## src/hw/rtl/mrds_pkg.sv

```systemverilog
// Shared types, port codes and register indexes for the mesh route direction select block.
// No dependencies; every module of the block imports this package.
`default_nettype none

package mrds_pkg;

    // Coordinate, register and label widths
    localparam int unsigned COORD_W = 4;
    localparam int unsigned DIM_W   = 5;
    localparam int unsigned LABEL_W = 9;
    localparam int unsigned MASK_W  = 4;
    localparam int unsigned CFG_IDX_W  = 2;
    localparam int unsigned CFG_DATA_W = 5;

    // Output port bits
    localparam logic [MASK_W-1:0] PORT_NONE  = 4'b0000;
    localparam logic [MASK_W-1:0] PORT_NORTH = 4'b0001;
    localparam logic [MASK_W-1:0] PORT_EAST  = 4'b0010;
    localparam logic [MASK_W-1:0] PORT_SOUTH = 4'b0100;
    localparam logic [MASK_W-1:0] PORT_WEST  = 4'b1000;

    // Configuration register indexes
    localparam logic [CFG_IDX_W-1:0] CFG_MESH_WIDTH     = 2'd0;
    localparam logic [CFG_IDX_W-1:0] CFG_MESH_HEIGHT    = 2'd1;
    localparam logic [CFG_IDX_W-1:0] CFG_BROADCAST_MODE = 2'd2;

    // One routing request
    typedef struct packed {
        logic [COORD_W-1:0] cur_x;
        logic [COORD_W-1:0] cur_y;
        logic [COORD_W-1:0] src_x;
        logic [COORD_W-1:0] src_y;
        logic [COORD_W-1:0] dst_x;
        logic [COORD_W-1:0] dst_y;
        logic               is_broadcast;
    } item_t;

    // First stage: request with the effective mesh size and mode
    typedef struct packed {
        item_t            item;
        logic [DIM_W-1:0] w;
        logic [DIM_W-1:0] h;
        logic             path_mode;
    } s1_t;

    // Second stage: labels and candidate masks
    typedef struct packed {
        logic [LABEL_W-1:0] cur_label;
        logic [LABEL_W-1:0] home_label;
        logic               is_broadcast;
        logic               path_mode;
        logic               in_range;
        logic               at_first;
        logic               at_last;
        logic [MASK_W-1:0]  fwd_dir;
        logic [MASK_W-1:0]  bwd_dir;
        logic [MASK_W-1:0]  uni_mask;
        logic [MASK_W-1:0]  tree_mask;
    } s2_t;

    // Row-snake label: even rows run left to right, odd rows right to left
    function automatic logic [LABEL_W-1:0] label_of(
        input logic [COORD_W-1:0] x,
        input logic [COORD_W-1:0] y,
        input logic [DIM_W-1:0]   w
    );
        logic [LABEL_W-1:0] row_base;
        logic [LABEL_W-1:0] col;
        row_base = LABEL_W'(y) * LABEL_W'(w);
        if (y[0] == 1'b0)
        begin
            col = LABEL_W'(x);
        end
        else
        begin
            col = LABEL_W'(w) - LABEL_W'(x) - LABEL_W'(1);
        end
        return row_base + col;
    endfunction

endpackage

`default_nettype wire

```

## src/hw/rtl/mrds_front.sv

```systemverilog
// Input stage: captures a request beat and clamps the mesh size registers.
// Depends on mrds_pkg.
`default_nettype none

module mrds_front #(
    parameter int unsigned MAX_MESH_DIM = 16
) (
    input  wire logic                         clk,
    input  wire logic                         rst_n,
    input  wire logic                         in_valid,
    input  wire mrds_pkg::item_t              in_item,
    input  wire logic [mrds_pkg::DIM_W-1:0]   mesh_width,
    input  wire logic [mrds_pkg::DIM_W-1:0]   mesh_height,
    input  wire logic                         broadcast_mode,
    output logic                              s1_valid,
    output mrds_pkg::s1_t                     s1_data
);
    import mrds_pkg::*;

    logic             valid_reg;
    logic             valid_next;
    s1_t              data_reg;
    s1_t              data_next;

    // Clamp a dimension register to 1..MAX_MESH_DIM
    function automatic logic [DIM_W-1:0] eff_dim(input logic [DIM_W-1:0] v);
        if (v == '0)
        begin
            return DIM_W'(1);
        end
        else if (32'(v) > MAX_MESH_DIM)
        begin
            return DIM_W'(MAX_MESH_DIM);
        end
        return v;
    endfunction

    // Build the next stage contents
    always_comb
    begin
        valid_next          = in_valid;
        data_next.item      = in_item;
        data_next.w         = eff_dim(mesh_width);
        data_next.h         = eff_dim(mesh_height);
        data_next.path_mode = broadcast_mode;
    end

    // Advance the valid bit
    always_ff @(posedge clk or negedge rst_n)
    begin
        if (!rst_n)
        begin
            valid_reg <= 1'b0;
        end
        else
        begin
            valid_reg <= valid_next;
        end
    end

    // Hold the payload
    always_ff @(posedge clk)
    begin
        data_reg <= data_next;
    end

    assign s1_valid = valid_reg;
    assign s1_data  = data_reg;

endmodule

`default_nettype wire

```

## src/hw/rtl/mrds_label.sv

```systemverilog
// Label stage: snake labels, unicast and tree masks, path neighbour directions.
// Depends on mrds_pkg.
`default_nettype none

module mrds_label (
    input  wire logic           clk,
    input  wire logic           rst_n,
    input  wire logic           s1_valid,
    input  wire mrds_pkg::s1_t  s1_data,
    output logic                s2_valid,
    output mrds_pkg::s2_t       s2_data
);
    import mrds_pkg::*;

    logic       valid_reg;
    logic       valid_next;
    s2_t        data_reg;
    s2_t        data_next;

    logic [DIM_W-1:0]   cx;
    logic [DIM_W-1:0]   cy;
    logic [DIM_W-1:0]   sx;
    logic [DIM_W-1:0]   sy;
    logic [DIM_W-1:0]   dx;
    logic [DIM_W-1:0]   dy;
    logic [DIM_W-1:0]   w_last;
    logic [DIM_W-1:0]   h_last;
    logic               even_row;
    logic               end_fwd;
    logic               end_bwd;
    logic [MASK_W-1:0]  uni;
    logic [MASK_W-1:0]  tree;

    always_comb
    begin
        cx     = DIM_W'(s1_data.item.cur_x);
        cy     = DIM_W'(s1_data.item.cur_y);
        sx     = DIM_W'(s1_data.item.src_x);
        sy     = DIM_W'(s1_data.item.src_y);
        dx     = DIM_W'(s1_data.item.dst_x);
        dy     = DIM_W'(s1_data.item.dst_y);
        w_last = s1_data.w - DIM_W'(1);
        h_last = s1_data.h - DIM_W'(1);

        // XY order for unicast
        if (dx > cx)
        begin
            uni = PORT_EAST;
        end
        else if (dx < cx)
        begin
            uni = PORT_WEST;
        end
        else if (dy > cy)
        begin
            uni = PORT_SOUTH;
        end
        else
        begin
            uni = PORT_NORTH;
        end

        // Tree broadcast: columns everywhere, row only on the source row
        tree = PORT_NONE;
        if (cy >= sy && cy < h_last)
        begin
            tree = tree | PORT_SOUTH;
        end
        if (cy <= sy && cy != '0)
        begin
            tree = tree | PORT_NORTH;
        end
        if (cy == sy)
        begin
            if (cx >= sx && cx < w_last)
            begin
                tree = tree | PORT_EAST;
            end
            if (cx <= sx && cx != '0)
            begin
                tree = tree | PORT_WEST;
            end
        end

        // Path neighbours: along the row, or turn at the row end
        even_row = ~s1_data.item.cur_y[0];
        end_fwd  = even_row ? (cx == w_last) : (cx == '0);
        end_bwd  = even_row ? (cx == '0) : (cx == w_last);

        valid_next             = s1_valid;
        data_next.cur_label    = label_of(s1_data.item.cur_x, s1_data.item.cur_y, s1_data.w);
        data_next.home_label   = label_of(s1_data.item.src_x, s1_data.item.src_y, s1_data.w);
        data_next.is_broadcast = s1_data.item.is_broadcast;
        data_next.path_mode    = s1_data.path_mode;
        data_next.in_range     = (cx < s1_data.w) && (cy < s1_data.h)
                              && (sx < s1_data.w) && (sy < s1_data.h);
        data_next.at_first     = (cx == '0) && (cy == '0);
        data_next.at_last      = (cy == h_last) && end_fwd;
        data_next.fwd_dir      = end_fwd ? PORT_SOUTH : (even_row ? PORT_EAST : PORT_WEST);
        data_next.bwd_dir      = end_bwd ? PORT_NORTH : (even_row ? PORT_WEST : PORT_EAST);
        data_next.uni_mask     = uni;
        data_next.tree_mask    = tree;
    end

    // Advance the valid bit
    always_ff @(posedge clk or negedge rst_n)
    begin
        if (!rst_n)
        begin
            valid_reg <= 1'b0;
        end
        else
        begin
            valid_reg <= valid_next;
        end
    end

    // Hold the payload
    always_ff @(posedge clk)
    begin
        data_reg <= data_next;
    end

    assign s2_valid = valid_reg;
    assign s2_data  = data_reg;

endmodule

`default_nettype wire

```

## src/hw/rtl/mrds_merge.sv

```systemverilog
// Output stage: compares path labels and selects the final port mask.
// Depends on mrds_pkg.
`default_nettype none

module mrds_merge (
    input  wire logic                          clk,
    input  wire logic                          rst_n,
    input  wire logic                          s2_valid,
    input  wire mrds_pkg::s2_t                 s2_data,
    output logic                               done,
    output logic [mrds_pkg::MASK_W-1:0]        port_mask
);
    import mrds_pkg::*;

    logic               done_reg;
    logic               done_next;
    logic [MASK_W-1:0]  mask_reg;
    logic [MASK_W-1:0]  mask_next;
    logic [MASK_W-1:0]  path;

    always_comb
    begin
        // Forward toward label+1 and/or back toward label-1
        path = PORT_NONE;
        if (s2_data.in_range)
        begin
            if (s2_data.cur_label >= s2_data.home_label && !s2_data.at_last)
            begin
                path = path | s2_data.fwd_dir;
            end
            if (s2_data.cur_label <= s2_data.home_label && !s2_data.at_first)
            begin
                path = path | s2_data.bwd_dir;
            end
        end

        if (!s2_data.is_broadcast)
        begin
            mask_next = s2_data.uni_mask;
        end
        else if (s2_data.path_mode)
        begin
            mask_next = path;
        end
        else
        begin
            mask_next = s2_data.tree_mask;
        end
        done_next = s2_valid;
    end

    // Strobe the result for one cycle
    always_ff @(posedge clk or negedge rst_n)
    begin
        if (!rst_n)
        begin
            done_reg <= 1'b0;
        end
        else
        begin
            done_reg <= done_next;
        end
    end

    // Hold the result payload
    always_ff @(posedge clk)
    begin
        mask_reg <= mask_next;
    end

    assign done      = done_reg;
    assign port_mask = mask_reg;

endmodule

`default_nettype wire

```

## src/hw/rtl/mesh_route_direction_select.sv

```systemverilog
// Mesh route direction select: XY unicast routing and tree or snake-path broadcast.
// Flow: a request is registered in mrds_front, then in mrds_label, then in mrds_merge,
// whose registers drive done and port_mask with the result.
// Throughput: one request per cycle; three register stages, busy stays low.
// Reset: rst_n clears the stage valid bits and loads width 4, height 4, tree mode.
// Results cannot be held off by the receiver; done lasts exactly one cycle.
// Depends on mrds_pkg, mrds_front, mrds_label, mrds_merge.
`default_nettype none

module mesh_route_direction_select #(
    parameter int unsigned MAX_MESH_DIM = 16
) (
    input  wire logic                               clk,
    input  wire logic                               rst_n,
    input  wire logic                               start,
    output logic                                    busy,
    input  wire logic [mrds_pkg::COORD_W-1:0]       cur_x,
    input  wire logic [mrds_pkg::COORD_W-1:0]       cur_y,
    input  wire logic [mrds_pkg::COORD_W-1:0]       src_x,
    input  wire logic [mrds_pkg::COORD_W-1:0]       src_y,
    input  wire logic [mrds_pkg::COORD_W-1:0]       dst_x,
    input  wire logic [mrds_pkg::COORD_W-1:0]       dst_y,
    input  wire logic                               is_broadcast,
    output logic                                    done,
    output logic [mrds_pkg::MASK_W-1:0]             port_mask,
    input  wire logic                               cfg_valid,
    output logic                                    cfg_ready,
    input  wire logic [mrds_pkg::CFG_IDX_W-1:0]     cfg_index,
    input  wire logic [mrds_pkg::CFG_DATA_W-1:0]    cfg_data
);
    import mrds_pkg::*;

    logic [DIM_W-1:0]   mesh_width_reg;
    logic [DIM_W-1:0]   mesh_width_next;
    logic [DIM_W-1:0]   mesh_height_reg;
    logic [DIM_W-1:0]   mesh_height_next;
    logic               broadcast_mode_reg;
    logic               broadcast_mode_next;
    item_t              in_item;
    logic               in_valid;
    logic               s1_valid;
    s1_t                s1_data;
    logic               s2_valid;
    s2_t                s2_data;

    // Pipeline never stalls
    assign busy      = 1'b0;
    assign cfg_ready = 1'b1;
    assign in_valid  = start & ~busy;

    // Decode register writes
    always_comb
    begin
        mesh_width_next     = mesh_width_reg;
        mesh_height_next    = mesh_height_reg;
        broadcast_mode_next = broadcast_mode_reg;
        if (cfg_valid && cfg_ready)
        begin
            case (cfg_index)
                CFG_MESH_WIDTH:     mesh_width_next     = DIM_W'(cfg_data);
                CFG_MESH_HEIGHT:    mesh_height_next    = DIM_W'(cfg_data);
                CFG_BROADCAST_MODE: broadcast_mode_next = cfg_data[0];
                default:            ;
            endcase
        end
    end

    always_ff @(posedge clk or negedge rst_n)
    begin
        if (!rst_n)
        begin
            mesh_width_reg     <= DIM_W'(4);
            mesh_height_reg    <= DIM_W'(4);
            broadcast_mode_reg <= 1'b0;
        end
        else
        begin
            mesh_width_reg     <= mesh_width_next;
            mesh_height_reg    <= mesh_height_next;
            broadcast_mode_reg <= broadcast_mode_next;
        end
    end

    // Gather the request beat
    always_comb
    begin
        in_item.cur_x        = cur_x;
        in_item.cur_y        = cur_y;
        in_item.src_x        = src_x;
        in_item.src_y        = src_y;
        in_item.dst_x        = dst_x;
        in_item.dst_y        = dst_y;
        in_item.is_broadcast = is_broadcast;
    end

    mrds_front #(
        .MAX_MESH_DIM (MAX_MESH_DIM)
    ) u_front (
        .clk            (clk),
        .rst_n          (rst_n),
        .in_valid       (in_valid),
        .in_item        (in_item),
        .mesh_width     (mesh_width_reg),
        .mesh_height    (mesh_height_reg),
        .broadcast_mode (broadcast_mode_reg),
        .s1_valid       (s1_valid),
        .s1_data        (s1_data)
    );

    mrds_label u_label (
        .clk      (clk),
        .rst_n    (rst_n),
        .s1_valid (s1_valid),
        .s1_data  (s1_data),
        .s2_valid (s2_valid),
        .s2_data  (s2_data)
    );

    mrds_merge u_merge (
        .clk       (clk),
        .rst_n     (rst_n),
        .s2_valid  (s2_valid),
        .s2_data   (s2_data),
        .done      (done),
        .port_mask (port_mask)
    );

endmodule

`default_nettype wire
```

## config.mk

```make
export PLATFORM = sky130hd
export DESIGN_NAME = mesh_route_direction_select
export DESIGN_NICKNAME = d
export VERILOG_FILES = /design/src/hw/rtl/mrds_pkg.sv /design/src/hw/rtl/mrds_front.sv /design/src/hw/rtl/mrds_label.sv /design/src/hw/rtl/mrds_merge.sv /design/src/hw/rtl/mesh_route_direction_select.sv
export SDC_FILE = /design/constraint.sdc
export NUM_CORES = 1
export LEC_CHECK = 0
export BUFFER_PORTS_ARGS = -buffer_cell sky130_fd_sc_hd__buf_2
export CAP_MARGIN = 20
export CELL_PAD_IN_SITES_DETAIL_PLACEMENT = 1
export CELL_PAD_IN_SITES_GLOBAL_PLACEMENT = 1
export CORE_MARGIN = 2
export CORE_UTILIZATION = 51
export DETAILED_ROUTE_END_ITERATION = 12
export PLACE_DENSITY = 0.95
export SYNTH_ARGS = -nofsm -noshare
export SYNTH_HDL_FRONTEND = slang
export SYNTH_SLANG_ARGS = --single-unit
export TNS_END_PERCENT = 10
```

## constraint.sdc

```tcl
create_clock -name clk -period 9.1 [get_ports clk]
set_clock_uncertainty 0.05 [all_clocks]
set_input_delay 1.82 -clock clk [delete_from_list [all_inputs] [get_ports clk]]
set_output_delay 1.82 -clock clk [all_outputs]
set_load 0.01 [all_outputs]
```

==> impl_metrics.sql <==
INSERT INTO impl_metrics (metric_group, metric, value, unit) VALUES
('run_status', 'status', 'complete, no violations', ''),
('cells_and_area', 'finish.cell_count_without_fillers', '779', ''),
('critical_path', 'setup.worst_path.end_class', 'flop', ''),
('yosys', 'ys_dominant_reg_cell', 'sky130_fd_sc_hd__dfxtp_1', ''),
('route', 'route.vias.total', '4507', ''),
('critical_path', 'cp_data_required_time', '9.31', 'ns'),
('placement', 'dpl_worst_slack', '4.89', 'ns'),
('floorplan', 'die_height', '110', 'um'),
('timing', 'layout_setup_ws', '4.66', 'ns'),
('yosys', 'syn_area_per_cell', '9.67', 'um^2'),
('cells_and_area', 'postLayoutCoreUtil', '57.8', '%'),
('global_routing', 'globalRouteOverflowTotal', '0', ''),
('floorplan', 'top_level_ports', '43', ''),
('global_routing', 'grt_use_met2', '53.6', '%'),
('yosys', 'ys_seq_area_share', '33.0', '%'),
('yosys', 'postSynthRegisterBits', '91', ''),
('cells_and_area', 'finalNetCount', '780', ''),
('timing', 'setup_viol', '0', ''),
('timing', 'maxSlewViolCount', '0', ''),
('floorplan', 'die_area', '12100', 'um^2'),
('route', 'drt-initial-drc-count', '269', ''),
('timing', 'maxSlewHeadroom', '43.9', '%'),
('yosys', 'count_of_different_cell_masters_after_synthesis', '59', ''),
('timing', 'timing_worst_slew_pin_value', '0.840', 'ns'),
('yosys', 'synth_edf_count', '0', ''),
('timing', 'layout_worst_path_cycle_share', '48.8', '%'),
('route', 'final_antenna_net_count', '0', ''),
('route', 'remaining_drc_errors', '0', ''),
('floorplan', 'chipWidth', '110', 'um'),
('power', 'vdd.ir_drop.worst', '0.163', 'mV'),
('floorplan', 'std_cell_rows', '38', ''),
('yosys', 'ys.warnings.count', '0', ''),
('clock_tree', 'cts.sink_count', '91', ''),
('yosys', 'synth-async-reset-ratio', '15.4', '%'),
('critical_path', 'critical-path-top-cell-by-count', 'sky130_fd_sc_hd__fa_1', ''),
('timing', 'period_minus_slack', '4.44', 'ns'),
('cells_and_area', 'syn2layout_area_growth', '9.78', '%'),
('clock_tree', 'cts-root-buf', 'sky130_fd_sc_hd__clkbuf_8', ''),
('cells_and_area', 'filler_cell_count', '1255', ''),
('critical_path', 'category_of_the_worst_setup_path_launch_point', 'flop', ''),
('placement', 'dpl_cell_area', '6060', 'um^2'),
('worst_hold_path', 'hold_class', 'reg2reg', ''),
('yosys', 'postSynthCellCount', '593', ''),
('critical_path', 'r2r_slack', '4.66', 'ns'),
('placement', 'port-buffer-count', '40', ''),
('global_routing', 'use_met1', '30.4', '%'),
('global_routing', 'grt_antenna_before_repair', '0', ''),
('worst_hold_path', 'hold_path_depth', '0', ''),
('cells_and_area', 'antenna_cells_inserted', '0', ''),
('critical_path', 'critical_path_arrival', '4.66', 'ns'),
('clock_tree', 'clk_latency', '0.38', 'ns'),
('cells_and_area', 'finalInstanceArea', '6290', 'um^2'),
('critical_path', 'worst_r2r_path_depth', '14', ''),
('clock_tree', 'cts_hold_repair.buffers', '0', ''),
('clock_tree', 'cts_post_setup_buffers_inserted', '0', ''),
('floorplan', 'floorplan.initialDensity', '52.6', '%'),
('critical_path', 'timing_worst_setup_path_type', 'reg2reg', ''),
('power', 'cellLeakagePower', '3.01', 'nW'),
('critical_path', 'slowest_stage', 'sky130_fd_sc_hd__dfxtp_1', ''),
('global_routing', 'grt_start_max_net_pins', '19', ''),
('clock_tree', 'cts_tree', 'built', ''),
('global_routing', 'top_usage_layer', 'met2', ''),
('clock_tree', 'ctsResizeCount', '0', ''),
('clock_tree', 'ctsHtreeMaxLevel', '3', ''),
('clock_tree', 'clkTransAtPathRegs', '0.10', 'ns'),
('timing', 'fin_hold_ws', '0.285', 'ns'),
('route', 'totalWireLength', '16100', 'um'),
('timing', 'timing.final.hold_violations', '0', ''),
('critical_path', 'path_cells', 'inv_1 -> fa_1 -> nand2b_1 -> a21oi_1 -> or2_2 -> nor2b_1 -> nor3b_1 -> o21a_1 -> fa_1 -> ha_1 -> nand2_1 -> o21ai_0 -> o41ai_1 -> xnor2_1', ''),
('clock_tree', 'cts_made_buffers', '9', ''),
('route', 'wl_per_cell', '20.7', 'um');
[logic make-up after synthesis]
kind of cell             after synthesis  share of synthesized area, %
XOR/XNOR                              31                          4.87
AND/OR/NAND/NOR                      162                          14.4
adder cells (fa/ha/maj)              110                          27.4
buffers and inverters                 88                          5.92
multiplexers                          20                          4.04
flip-flops                            91                          33.0
other                                  2                         0.131
AO/OA/AOI/OAI                         89                          10.2
[placed cells by master (no fill, tap or decap), types with 5 or more instances in the layout]
master,instances
sky130_fd_sc_hd__inv_1,77
sky130_fd_sc_hd__nor2b_1,11
sky130_fd_sc_hd__mux2_2,12
sky130_fd_sc_hd__clkbuf_8,10
sky130_fd_sc_hd__xnor2_1,20
sky130_fd_sc_hd__xor2_1,10
sky130_fd_sc_hd__nand2b_1,11
sky130_fd_sc_hd__fa_1,26
sky130_fd_sc_hd__nand2_1,34
sky130_fd_sc_hd__o21ai_0,26
sky130_fd_sc_hd__o21a_1,5
sky130_fd_sc_hd__nor4_1,5
sky130_fd_sc_hd__and2_1,15
sky130_fd_sc_hd__dfxtp_1,77
sky130_fd_sc_hd__mux2i_1,6
sky130_fd_sc_hd__a21o_1,5
sky130_fd_sc_hd__a21oi_1,26
sky130_fd_sc_hd__buf_2,40
sky130_fd_sc_hd__nor2_1,44
sky130_fd_sc_hd__dfrtp_1,12
sky130_fd_sc_hd__nand4_1,9
sky130_fd_sc_hd__ha_1,84
sky130_fd_sc_hd__nor3_1,10
[synth_stat cells (all sizes together), types with 6 or more instances]
cell / number / area (um^2)
dfxtp: 77 / 1540
nand4: 9 / 56.3
mux2i: 8 / 96.3
nor3: 10 / 50.1
fa: 26 / 521
nand2: 34 / 128
dfrtp: 12 / 300
mux2: 12 / 135
ha: 84 / 1050
clkbuf: 6 / 22.5
and2: 16 / 101
inv: 78 / 293
xnor2: 20 / 175
o21ai: 27 / 135
a21oi: 26 / 130
nor2: 45 / 171
nand2b: 11 / 68.8
xor2: 11 / 104
nor2b: 11 / 68.8
[worst paths after layout]
check,from,to
max,u_front.s1_data[7]$_SDFF_PN0_,u_label.s2_data[29]$_DFF_P_
min,u_front.s1_data[0]$_DFF_P_,u_label.s2_data[19]$_DFF_P_
max reg2reg,u_front.s1_data[7]$_SDFF_PN0_,u_label.s2_data[29]$_DFF_P_
min reg2reg,u_front.s1_data[0]$_DFF_P_,u_label.s2_data[19]$_DFF_P_
max in group asynchronous,rst_n,mesh_width_reg[2]$_DFFE_PN1P_
min in group asynchronous,rst_n,mesh_height_reg[3]$_DFFE_PN0P_
[metal layers]
metal / vias to the layer above / part of all wire, %
li1: 2065 / -
met1: 2223 / 38
met2: 165 / 54
met3: 54 / 5.2
met4: 0 / 3.4
met5: - / 0
[power breakdown]
group,total (mW),switching (mW),internal [mW]
Sequential,0.565,0.0745,0.491
Clock,0.322,0.157,0.165
Combinational,0.975,0.554,0.420
[cell type report]
type                       instances  area, um^2  share of cell area, %
tap                              140         175                   2.78
clock buffer                      10         138                   2.19
sequential                        91        1890                   30.1
multi-input combinational        414        3500                   55.6
timing repair buffer              40         200                   3.18
clock inverter                     6        93.8                   1.49
inverter                          78         293                   4.65
[critical path: cells and delay by family (launching register included)]
kind,cells,cell delay [ns]
buffers and inverters,1,0.25
and+or+nand+nor,5,1.03
AOI/OAI and AO/OA,4,0.92
DFF,1,0.64
xor gates and xnor gates,1,0.13
adders and majority gates,3,1.32
Note: power is estimated with default switching activity, not from simulation.
